**config.mk**
```make
export PLATFORM = sky130hd
export DESIGN_NAME = command_line_argument_splitter_unit_flat
export DESIGN_NICKNAME = d
export VERILOG_FILES = /design/src/rtl/clas_pkg.sv /design/src/rtl/clas_in_if.sv /design/src/rtl/clas_out_if.sv /design/src/rtl/clas_cfg_if.sv /design/src/rtl/command_line_argument_splitter_unit.sv /design/src/rtl/clas_core.sv /design/src/flat_wrapper.sv
export SDC_FILE = /design/constraint.sdc
export NUM_CORES = 1
export LEC_CHECK = 0
export BUFFER_PORTS_ARGS = -buffer_cell sky130_fd_sc_hd__buf_4
export CAP_MARGIN = 20
export CORE_MARGIN = 2
export CORE_UTILIZATION = 52
export CTS_CLUSTER_DIAMETER = 50
export DETAILED_ROUTE_END_ITERATION = 7
export HOLD_SLACK_MARGIN = 0.12
export PLACE_DENSITY_LB_ADDON = 0.25
export SLEW_MARGIN = 25
export SYNTH_ARGS = -nofsm -noshare
export SYNTH_HDL_FRONTEND = slang
export SYNTH_SLANG_ARGS = --single-unit
export TNS_END_PERCENT = 5
```
**constraint.sdc**
```tcl
create_clock -name clk -period 3 [get_ports clk]
set_input_delay 0.45 -clock clk [delete_from_list [all_inputs] [get_ports clk]]
set_output_delay 0.45 -clock clk [all_outputs]
set_load 0.02 [all_outputs]
```
**src/rtl/clas_pkg.sv**
```systemverilog
// shared types and constants for the command line argument splitter
package clas_pkg;

    localparam int CHAR_W   = 8;
    localparam int NUM_W    = 7;
    localparam int CNT_W    = 8;
    localparam int REP_W    = 10;
    localparam int CFG_IDX_W = 8;
    localparam int CFG_DATA_W = 8;

    localparam logic [CHAR_W-1:0] CHAR_BSLASH = 8'h5C;
    localparam logic [CHAR_W-1:0] CHAR_DQUOTE = 8'h22;
    localparam logic [CHAR_W-1:0] CHAR_SPACE  = 8'h20;
    localparam logic [CHAR_W-1:0] CHAR_TAB    = 8'h09;
    localparam logic [CHAR_W-1:0] CHAR_CR     = 8'h0D;

    localparam logic [REP_W-1:0] REPEAT_MAX = 10'h3FF;

    localparam logic [CFG_IDX_W-1:0] CFG_FIRST_INDEX = 8'd0;
    localparam logic [CFG_IDX_W-1:0] CFG_ARG_LIMIT   = 8'd1;

    localparam logic [NUM_W-1:0] FIRST_INDEX_RESET = 7'd1;
    localparam logic [CNT_W-1:0] ARG_LIMIT_RESET   = 8'd100;

    typedef struct packed {
        logic [REP_W-1:0]  slash_repeat;
        logic              char_valid;
        logic [CHAR_W-1:0] char_out;
        logic              arg_end;
        logic [NUM_W-1:0]  arg_number;
        logic              limit_hit;
        logic              stream_done;
    } clas_result_t;

endpackage

```
**src/rtl/clas_in_if.sv**
```systemverilog
// byte channel into the argument splitter
interface clas_in_if;
    logic                        valid;
    logic                        ready;
    logic [clas_pkg::CHAR_W-1:0] char_in;
    logic                        last_in;

    modport source (output valid, output char_in, output last_in, input ready);
    modport sink   (input valid, input char_in, input last_in, output ready);
endinterface

```
**src/rtl/clas_out_if.sv**
```systemverilog
// result channel out of the argument splitter
interface clas_out_if;
    logic                        valid;
    logic                        ready;
    logic [clas_pkg::REP_W-1:0]  slash_repeat;
    logic                        char_valid;
    logic [clas_pkg::CHAR_W-1:0] char_out;
    logic                        arg_end;
    logic [clas_pkg::NUM_W-1:0]  arg_number;
    logic                        limit_hit;
    logic                        stream_done;

    modport source (
        output valid, output slash_repeat, output char_valid, output char_out,
        output arg_end, output arg_number, output limit_hit, output stream_done,
        input ready
    );
    modport sink (
        input valid, input slash_repeat, input char_valid, input char_out,
        input arg_end, input arg_number, input limit_hit, input stream_done,
        output ready
    );
endinterface

```
**src/rtl/clas_cfg_if.sv**
```systemverilog
// register write channel of the argument splitter
interface clas_cfg_if;
    logic                            valid;
    logic                            ready;
    logic [clas_pkg::CFG_IDX_W-1:0]  index;
    logic [clas_pkg::CFG_DATA_W-1:0] data;

    modport source (output valid, output index, output data, input ready);
    modport sink   (input valid, input index, input data, output ready);
endinterface

```
**src/rtl/command_line_argument_splitter_unit.sv**
```systemverilog
// top level of the command line argument splitter
// Takes one command-line byte per cycle while the result channel is not stalled,
// and offers at most one result word per clock. A byte is held in the input
// register; its result, if it has one, is then loaded into the result register
// and offered from there on the result channel. A stalled result channel
// holds the result register and, through it, the input register.
// The per-byte state update (quote mode, counted backslash run, argument
// counter, limit flag) is a single combinational step between those registers.
// Bytes that produce nothing are consumed without a result word.
module command_line_argument_splitter_unit #(
    parameter int MAX_ARGS_P = 128,
    parameter int RUN_MAX    = 1023
) (
    input  logic       clk,
    input  logic       rst_n,
    clas_in_if.sink    cmd,
    clas_out_if.source arg,
    clas_cfg_if.sink   cfg
);

    logic [clas_pkg::NUM_W-1:0]  first_index_reg;
    logic [clas_pkg::CNT_W-1:0]  arg_limit_reg;

    logic                        s1_valid_reg;
    logic [clas_pkg::CHAR_W-1:0] s1_char_reg;
    logic                        s1_last_reg;

    logic                        out_valid_reg;
    clas_pkg::clas_result_t      out_reg;

    logic                        out_free;
    logic                        s1_fire;
    logic                        emit;
    clas_pkg::clas_result_t      result;

    assign out_free  = !out_valid_reg || arg.ready;
    assign s1_fire   = s1_valid_reg && out_free;
    assign cmd.ready = !s1_valid_reg || out_free;
    assign cfg.ready = 1'b1;

    always_ff @(posedge clk or negedge rst_n)
    begin
        if (!rst_n)
        begin
            first_index_reg <= clas_pkg::FIRST_INDEX_RESET;
            arg_limit_reg   <= clas_pkg::ARG_LIMIT_RESET;
        end
        else if (cfg.valid)
        begin
            if (cfg.index == clas_pkg::CFG_FIRST_INDEX)
                first_index_reg <= cfg.data[clas_pkg::NUM_W-1:0];
            else if (cfg.index == clas_pkg::CFG_ARG_LIMIT)
                arg_limit_reg <= cfg.data;
        end
    end

    always_ff @(posedge clk or negedge rst_n)
    begin
        if (!rst_n)
            s1_valid_reg <= 1'b0;
        else if (cmd.ready)
            s1_valid_reg <= cmd.valid;
    end

    always_ff @(posedge clk)
    begin
        if (cmd.ready && cmd.valid)
        begin
            s1_char_reg <= cmd.char_in;
            s1_last_reg <= cmd.last_in;
        end
    end

    clas_core #(
        .MAX_ARGS_P (MAX_ARGS_P),
        .RUN_MAX    (RUN_MAX)
    ) u_core (
        .clk         (clk),
        .rst_n       (rst_n),
        .fire        (s1_fire),
        .char_in     (s1_char_reg),
        .last_in     (s1_last_reg),
        .first_index (first_index_reg),
        .arg_limit   (arg_limit_reg),
        .emit        (emit),
        .result      (result)
    );

    always_ff @(posedge clk or negedge rst_n)
    begin
        if (!rst_n)
            out_valid_reg <= 1'b0;
        else if (s1_fire)
            out_valid_reg <= emit;
        else if (arg.ready)
            out_valid_reg <= 1'b0;
    end

    always_ff @(posedge clk)
    begin
        if (s1_fire && emit)
            out_reg <= result;
    end

    assign arg.valid        = out_valid_reg;
    assign arg.slash_repeat = out_reg.slash_repeat;
    assign arg.char_valid   = out_reg.char_valid;
    assign arg.char_out     = out_reg.char_out;
    assign arg.arg_end      = out_reg.arg_end;
    assign arg.arg_number   = out_reg.arg_number;
    assign arg.limit_hit    = out_reg.limit_hit;
    assign arg.stream_done  = out_reg.stream_done;

endmodule

```
**src/rtl/clas_core.sv**
```systemverilog
// splitter state and the per-byte update logic
module clas_core #(
    parameter int MAX_ARGS_P = 128,
    parameter int RUN_MAX    = 1023
) (
    input  logic                          clk,
    input  logic                          rst_n,
    input  logic                          fire,
    input  logic [clas_pkg::CHAR_W-1:0]   char_in,
    input  logic                          last_in,
    input  logic [clas_pkg::NUM_W-1:0]    first_index,
    input  logic [clas_pkg::CNT_W-1:0]    arg_limit,
    output logic                          emit,
    output clas_pkg::clas_result_t        result
);

    localparam int RUN_W = $clog2(RUN_MAX + 1);
    localparam logic [RUN_W-1:0] RUN_TOP = RUN_W'(RUN_MAX);

    logic                          quoted_reg, quoted_next;
    logic [RUN_W-1:0]              run_reg, run_next;
    logic                          has_data_reg, has_data_next;
    logic [clas_pkg::CNT_W-1:0]    cnt_reg, cnt_next;
    logic                          stopped_reg, stopped_next;
    logic                          line_start_reg;

    logic [clas_pkg::CNT_W-1:0]    cnt_cur;
    logic [clas_pkg::CNT_W-1:0]    cnt_inc;
    logic [RUN_W-1:0]              rep;
    logic                          chr_valid;
    logic [clas_pkg::CHAR_W-1:0]   chr;
    logic                          close;
    logic                          is_blank;

    always_comb
    begin
        cnt_cur = line_start_reg ? {1'b0, first_index} : cnt_reg;
        cnt_inc = cnt_cur + 1'b1;
        is_blank = (char_in == clas_pkg::CHAR_SPACE)
                || ((char_in >= clas_pkg::CHAR_TAB) && (char_in <= clas_pkg::CHAR_CR));

        quoted_next   = quoted_reg;
        run_next      = run_reg;
        has_data_next = has_data_reg;
        rep           = '0;
        chr_valid     = 1'b0;
        chr           = '0;
        close         = 1'b0;

        if (!stopped_reg)
        begin
            priority if (char_in == clas_pkg::CHAR_BSLASH)
            begin
                if (run_reg != RUN_TOP)
                    run_next = run_reg + 1'b1;
            end
            else if (char_in == clas_pkg::CHAR_DQUOTE)
            begin
                rep       = run_reg >> 1;
                chr_valid = run_reg[0];
                if (run_reg[0])
                    chr = clas_pkg::CHAR_DQUOTE;
                else
                    quoted_next = ~quoted_reg;
                if (run_reg > RUN_W'(1))
                    has_data_next = 1'b1;
                if (run_reg[0])
                    has_data_next = 1'b1;
                run_next = '0;
            end
            else if (is_blank && !quoted_reg)
            begin
                rep = run_reg;
                if (run_reg != '0)
                    has_data_next = 1'b1;
                run_next = '0;
                if (has_data_next)
                begin
                    close         = 1'b1;
                    has_data_next = 1'b0;
                end
            end
            else
            begin
                rep           = run_reg;
                chr_valid     = 1'b1;
                chr           = char_in;
                has_data_next = 1'b1;
                run_next      = '0;
            end

            if (last_in)
            begin
                if (run_next != '0)
                begin
                    rep           = run_next;
                    has_data_next = 1'b1;
                    run_next      = '0;
                end
                if (has_data_next)
                begin
                    close         = 1'b1;
                    has_data_next = 1'b0;
                end
            end
        end

        cnt_next     = close ? cnt_inc : cnt_cur;
        stopped_next = stopped_reg
                    | (close && ((cnt_inc >= arg_limit)
                              || (32'(cnt_inc) >= 32'(MAX_ARGS_P))));

        emit = (rep != '0) || chr_valid || close || last_in;

        if (32'(rep) > 32'(clas_pkg::REPEAT_MAX))
            result.slash_repeat = clas_pkg::REPEAT_MAX;
        else
            result.slash_repeat = clas_pkg::REP_W'(rep);
        result.char_valid  = chr_valid;
        result.char_out    = chr;
        result.arg_end     = close;
        result.arg_number  = cnt_cur[clas_pkg::NUM_W-1:0];
        result.limit_hit   = stopped_next;
        result.stream_done = last_in;
    end

    always_ff @(posedge clk or negedge rst_n)
    begin
        if (!rst_n)
        begin
            quoted_reg     <= 1'b0;
            run_reg        <= '0;
            has_data_reg   <= 1'b0;
            cnt_reg        <= {1'b0, clas_pkg::FIRST_INDEX_RESET};
            stopped_reg    <= 1'b0;
            line_start_reg <= 1'b1;
        end
        else if (fire)
        begin
            if (last_in)
            begin
                quoted_reg     <= 1'b0;
                run_reg        <= '0;
                has_data_reg   <= 1'b0;
                cnt_reg        <= {1'b0, first_index};
                stopped_reg    <= 1'b0;
                line_start_reg <= 1'b1;
            end
            else
            begin
                quoted_reg     <= quoted_next;
                run_reg        <= run_next;
                has_data_reg   <= has_data_next;
                cnt_reg        <= cnt_next;
                stopped_reg    <= stopped_next;
                line_start_reg <= 1'b0;
            end
        end
    end

endmodule
```
**src/flat_wrapper.sv**
```systemverilog
// flat-port wrapper written by rule: the top's interface ports become plain ports
module command_line_argument_splitter_unit_flat 
#(
    parameter int MAX_ARGS_P = 128,
    parameter int RUN_MAX    = 1023
)
  (clk, rst_n, cmd_valid, cmd_char_in, cmd_last_in, cmd_ready, arg_valid, arg_slash_repeat, arg_char_valid, arg_char_out, arg_arg_end, arg_arg_number, arg_limit_hit, arg_stream_done, arg_ready, cfg_valid, cfg_index, cfg_data, cfg_ready);
  clas_in_if cmd_i ();
  clas_out_if arg_i ();
  clas_cfg_if cfg_i ();
  input  logic clk;
  input  logic rst_n;
  input wire logic [$bits(cmd_i.valid)-1:0] cmd_valid;
  input wire logic [$bits(cmd_i.char_in)-1:0] cmd_char_in;
  input wire logic [$bits(cmd_i.last_in)-1:0] cmd_last_in;
  output wire logic [$bits(cmd_i.ready)-1:0] cmd_ready;
  output wire logic [$bits(arg_i.valid)-1:0] arg_valid;
  output wire logic [$bits(arg_i.slash_repeat)-1:0] arg_slash_repeat;
  output wire logic [$bits(arg_i.char_valid)-1:0] arg_char_valid;
  output wire logic [$bits(arg_i.char_out)-1:0] arg_char_out;
  output wire logic [$bits(arg_i.arg_end)-1:0] arg_arg_end;
  output wire logic [$bits(arg_i.arg_number)-1:0] arg_arg_number;
  output wire logic [$bits(arg_i.limit_hit)-1:0] arg_limit_hit;
  output wire logic [$bits(arg_i.stream_done)-1:0] arg_stream_done;
  input wire logic [$bits(arg_i.ready)-1:0] arg_ready;
  input wire logic [$bits(cfg_i.valid)-1:0] cfg_valid;
  input wire logic [$bits(cfg_i.index)-1:0] cfg_index;
  input wire logic [$bits(cfg_i.data)-1:0] cfg_data;
  output wire logic [$bits(cfg_i.ready)-1:0] cfg_ready;
  assign cmd_i.valid = cmd_valid;
  assign cmd_i.char_in = cmd_char_in;
  assign cmd_i.last_in = cmd_last_in;
  assign cmd_ready = cmd_i.ready;
  assign arg_valid = arg_i.valid;
  assign arg_slash_repeat = arg_i.slash_repeat;
  assign arg_char_valid = arg_i.char_valid;
  assign arg_char_out = arg_i.char_out;
  assign arg_arg_end = arg_i.arg_end;
  assign arg_arg_number = arg_i.arg_number;
  assign arg_limit_hit = arg_i.limit_hit;
  assign arg_stream_done = arg_i.stream_done;
  assign arg_i.ready = arg_ready;
  assign cfg_i.valid = cfg_valid;
  assign cfg_i.index = cfg_index;
  assign cfg_i.data = cfg_data;
  assign cfg_ready = cfg_i.ready;
  command_line_argument_splitter_unit #(.MAX_ARGS_P(MAX_ARGS_P), .RUN_MAX(RUN_MAX)) u_core (.clk(clk), .rst_n(rst_n), .cmd(cmd_i), .arg(arg_i), .cfg(cfg_i));
endmodule
```
==> Word-level counts from Yosys, hierarchy flattened <==
Cells that the tools add are included.
{ "totals": {"reg_bits": 77, "latchBits": 0, "ram_bits": 0, "romBits": 0, "input_bits": 30, "wordCells": 114, "memories": 0} }
{ "op_classes": {"n_addsub": 2, "n_mul": 0, "div_mod_pow": 0, "order_cmp": 5, "eq_ne": 8, "shifts": 0, "mux": 50, "bitwise": 3, "n_reduce_logical": 27} }
{ "op_table": {"columns": ["cell", "n"], "rows": [
  ["10-bit 2-to-1 mux", 10],
  ["8-bit 2-to-1 mux", 5],
  ["1-bit 2-to-1 mux", 34],
  ["10-bit nonzero test", 3],
  ["8-bit by 6-bit equality test with 1-bit output (second input constant)", 2],
  ["10-bit by 1-bit adder with 10-bit output (second input constant)", 1],
  ["10-bit by 1-bit > comparator with 1-bit output (second input constant)", 1],
  ["10-bit != test (second input constant)", 1],
  ["8-bit by 1-bit adder with 8-bit output (second input constant)", 1],
  ["8-bit by 1-bit equality test with 1-bit output (second input constant)", 1],
  ["8-bit by 7-bit equality test with 1-bit output (second input constant)", 1],
  ["8-bit by 4-bit >= comparator with 1-bit output (second input constant)", 1],
  ["8-bit >= comparator", 1],
  ["8-bit >= comparator (second input constant)", 1],
  ["8-bit by 4-bit less-or-equal comparator with 1-bit output (second input constant)", 1],
  ["8-bit zero test", 1],
  ["1-bit logical OR", 7],
  ["1-bit logical AND", 6],
  ["6-bit 2-to-1 mux", 1],
  ["2-bit by 1-bit != test with 1-bit output (second input constant)", 3],
  ["5-bit AND reduction", 1],
  ["2-bit AND reduction", 2],
  ["2-bit nonzero test", 2],
  ["1-bit zero test", 3],
  ["other kinds (4)", 5]
]} }

==> Longest topological paths before layout <==
{ "logic_depth": {"ltp_word": 18, "ltp_mapped": 12, "depth_no_buf": 10} }

==> Modules after synthesis <==
A second synthesis with hierarchy kept.
{ "hier_totals": {"hier_cells": 433, "hier_area_um2": 4450.5} }
{ "by_module_without_submodules": {"columns": ["mod", "n_inst", "cells_per_inst", "area_per_inst_um2", "seq_area_each_um2"], "rows": [
  ["clas_core", 1, 346, 2570.0, 553.0],
  ["command_line_argument_splitter_unit", 1, 87, 1880.6, 1571.5]
]} }

==> Least setup slack after synthesis <==
OpenSTA, ideal clock, no wires.
{ "synth_path": {"path_kind": "register to register", "from": "register u_core.u_core.run_reg[0]", "to": "register u_core.out_reg, in the netlist u_core.arg.arg_end, enable pin", "setup_ps": 389, "arrival_time_ps": 2632, "setup_slack_ps": -20, "stages_incl_launch_ff": 11, "n_path_buf": 1, "period_less_slack_ps": 3020, "path_cell_list": "dfrtp_1 clkbuf_1 inv_1 ha_1 nor2_1 or3_1 o32ai_4 o31ai_2 nor4_1 nand3_1 and2_1"} }
{ "synth_via": {"elab_chain_len": 16, "elab_cells_between_ends": 40} }
{ "synth_rtl": {"columns": ["element", "line", "source"], "rows": [
  ["start: declaration", "clas_core.sv:21", "logic [RUN_W-1:0] run_reg, run_next;"],
  ["start signal: assignment", "clas_core.sv:152", "run_reg <= run_next;"],
  ["branches (longest 13 deep; another with 10-bit by 1-bit adder with 10-bit output)", null, null],
  ["1-bit logical OR * (2 in series)", "clas_core.sv:113", "emit = (rep != '0) || chr_valid || close || last_in;"],
  ["1-bit logical AND *", "command_line_argument_splitter_unit.sv:101", "if (s1_fire && emit)"],
  ["end signal: assignment", "command_line_argument_splitter_unit.sv:102", "out_reg <= result;"],
  ["end: declaration", "command_line_argument_splitter_unit.sv:29", "clas_pkg::clas_result_t out_reg;"]
]} }
Mark *: on every way between the ends. The select of a mux whose other input is x is not followed.
A chain may end at the register's enable or synchronous reset.

==> flow_summary.ini <==
[yosys]
synth_ff_type = edfxtp_1
synth-edff-count = 38
avgSynthCellArea_um2 = 10.1
async_flop_share = 0.506
post-synth-top-area-cell = edfxtp_1
ys_ff_latch = 77
synth_area_leaders = edfxtp_1, dfrtp_1, mux2_2
syn-num-nets = 481
synthesis.area_um2 = 4420
seq_area_frac_synth = 0.480
yosys.area.top_type_share = 0.258
ys_warn_count = 0
syn_inst = 438
synth.distinct_cells = 59

[timing]
grt_setup_unrepaired = no
setup_viol_count_final = 0
skew_ns = 0.0131
min_period_over_period = 0.966
drv_slew = 0
worst_pin_slew_ns = 0.847
finalCriticalPeriod_ns = 2.90
fmax_mhz = 345
max_slew_margin = 0.434
hold_violations = 0

[setup_path]
r2r_cells = 9
critical_path_depth = 9
cp.arrival_ns = 3.03
cp-start-kind = flip-flop
crit_start = u_core.s1_char_reg[5]
crit_chain = or4b_4 -> o21a_1 -> a32oi_1 -> o21ai_0 -> buf_4 -> nor3_1 -> nand3_1 -> and2_2 -> buf_12
worstReg2RegStart = u_core.s1_char_reg[5]
cp-end-kind = flip-flop
critical_path_buf_inv_count = 2
path_max_fanout = 19
worstPathRequired_ns = 3.13
critPathTopFamily = simple AND/OR/NAND/NOR gates
path_class = reg -> reg
crit_slowest_cell = or4b_4
slowest_delay_ns = 0.61

[floorplan]
num_rows = 33
fp.dieArea_um2 = 9260
ios = 62
fp.dieW_um = 96.2
core-area_um2 = 8220
die_h_um = 96.2
initial_utilization = 0.538

[routing]
drc = 0
drt-vias-per-instance = 6.10
first_iter_violations = 270
routed_wl_um = 11200
drt-wirelength-per-cell_um = 17.8
vias = 3835
drt_first_pass_iters = 5
ant_nets = 0

[min_path]
whs_path_depth = 1
hp-class = in -> reg
min_from = cmd_char_in[7]

[cts]
cts_tree = yes
cts_buffers = 9
clkSinkCount = 77
clk_latency_ns = 0.36
post_cts_buffers = 0
cts.clk_slew.worst_paths_ns = 0.09
h-tree-depth = 3
root_buffer = clkbuf_8
cts.path.max_buffers = 2

[placement]
dpl.hpwl_um = 8250
post-place-cells = 612
place_congestion = 0.966
numPortBuffers = 60

[power]
power.total_mw = 3.09
p_leak_nw = 2.24
peakVddDrop_v = 0.000305
powerDensity_nw_per_um2 = 568

[flow_run]
max-cap-violations = 0

[final_layout]
nNetsFinal = 562
antenna_cells = 0
final_cells = 629
syn2layout_area_growth_pct = 23.2
drive_above_1_share = 0.298

[global_route]
grt_pass1_wl_um = 17900
track_usage = 0.253
grt_pass1_vias = 3640
grt_overflow = 0
antenna_found_initial = 0
grt_max_degree = 40

[status]
status = finished clean
cells in the mapped netlist, types with 3 or more instances:
| cell | number |
|---|---|
| nor3_1 | 16 |
| dfrtp_1 | 33 |
| edfxtp_1 | 38 |
| mux2_2 | 20 |
| o22ai_1 | 9 |
| or3_1 | 4 |
| or4_1 | 4 |
| nor4_1 | 9 |
| nand2b_1 | 4 |
| nand4_1 | 6 |
| a22o_1 | 3 |
| o31ai_1 | 3 |
| o211ai_1 | 6 |
| o21a_1 | 7 |
| nor4b_1 | 4 |
| a21o_1 | 5 |
| clkbuf_1 | 21 |
| a31oi_1 | 6 |
| mux2i_1 | 12 |
| nor2_1 | 27 |
| nand2_1 | 34 |
| xnor2_1 | 5 |
| o311ai_1 | 3 |
| nand3_1 | 21 |
| and2_1 | 9 |
| and3_1 | 7 |
| o21ai_0 | 19 |
| nor2b_1 | 4 |
| a22oi_1 | 3 |
| inv_1 | 18 |
| a21oi_1 | 24 |
| dfstp_2 | 6 |
| ha_1 | 13 |
| xor2_1 | 3 |
per-stage QoR:
stage | utilization | area (um^2) | hold WS, ns | TNS (ns) | worst slack, ns
floorplan | - | 4430 | 0.154 | 0 | 0.0394
global placement | 0.631 | 5190 | 0.450 | 0 | 0.0578
detailed placement | 0.631 | 5190 | 0.460 | -0.00828 | -0.00828
CTS | 0.656 | 5390 | 0.247 | 0 | 0.0167
global route | 0.663 | 5450 | 0.243 | 0 | 0.00750
finish | 0.663 | 5450 | 0.258 | 0 | 0.103
worst paths after layout:
check,endpoint,slack (ns)
worst min register to register,u_core.u_core.cnt_reg[4],0.51
worst min-delay path,u_core.s1_char_reg[7],0.26
max in group asynchronous,u_core.arg_limit_reg[2],2.02
worst max register to register,u_core.arg.slash_repeat[6],0.10
worst max-delay path,u_core.arg.slash_repeat[6],0.10
min in group asynchronous,u_core.u_core.run_reg[2],0.58
cells by family after synthesis:
logic type,Yosys count,share of synthesized area
buffers and inverters,45,0.0413
other,1,0.000848
AND/OR/NAND/NOR,157,0.184
multiplexers,32,0.0781
XOR/XNOR,8,0.0158
adder cells (fa/ha/maj),13,0.0368
flip-flops,77,0.480
AO/OA/AOI/OAI,105,0.163
cell usage in the layout, fill, tap and decap left out, drive strengths merged, types with 5 or more instances in the layout:
master,instances
buf,96
edfxtp,38
nand2,34
dfrtp,33
nor2,27
a21oi,24
nand3,21
inv,21
mux2,20
o21ai,19
nor3,16
ha,13
mux2i,12
o22ai,9
clkbuf,9
and2,9
nor4,9
o21a,7
and3,7
nand4,6
o211ai,6
a31oi,6
dfstp,6
xnor2,5
a21o,5
final cells by class:
class / count / area [um^2]
Inverter: 18 / 67.6
Tap cell: 105 / 131
Timing Repair Buffer: 97 / 756
Clock buffer: 9 / 124
Sequential cell: 77 / 2130
Multi-Input combinational cell: 316 / 2180
Clock inverter: 7 / 68.8
Fill cell: 674 / 2770
worst register-to-register path, delay by kind of cell (launching register included):
kind	cells	cell delay [ns]
flip-flops	1	0.46
AO/OA/AOI/OAI	3	0.63
AND/OR/NAND/NOR	4	1.24
buffers and inverters	2	0.33
layer usage:
metal	global-route usage	up-vias	part of all wire
li1	-	1810	-
met1	0.319	1795	0.40
met2	0.427	195	0.49
met3	0.0501	35	0.078
met4	0.102	0	0.032
met5	0	-	0
power breakdown:
group	internal (mW)	total [mW]	switching [mW]
registers	1.29	1.37	0.0851
logic	0.412	0.954	0.542
clock network	0.320	0.765	0.445
repair_timing:
item / 4_1_cts / 5_1_grt
setup endpoints to repair: 1 / 31
gates resized for setup: 1 / 14
pin swaps: 0 / 1
endpoints found under the hold margin: 33 / 0
gates cloned: 0 / 0
hold buffers: 1 / 0
(Power assumes the default switching activity.)
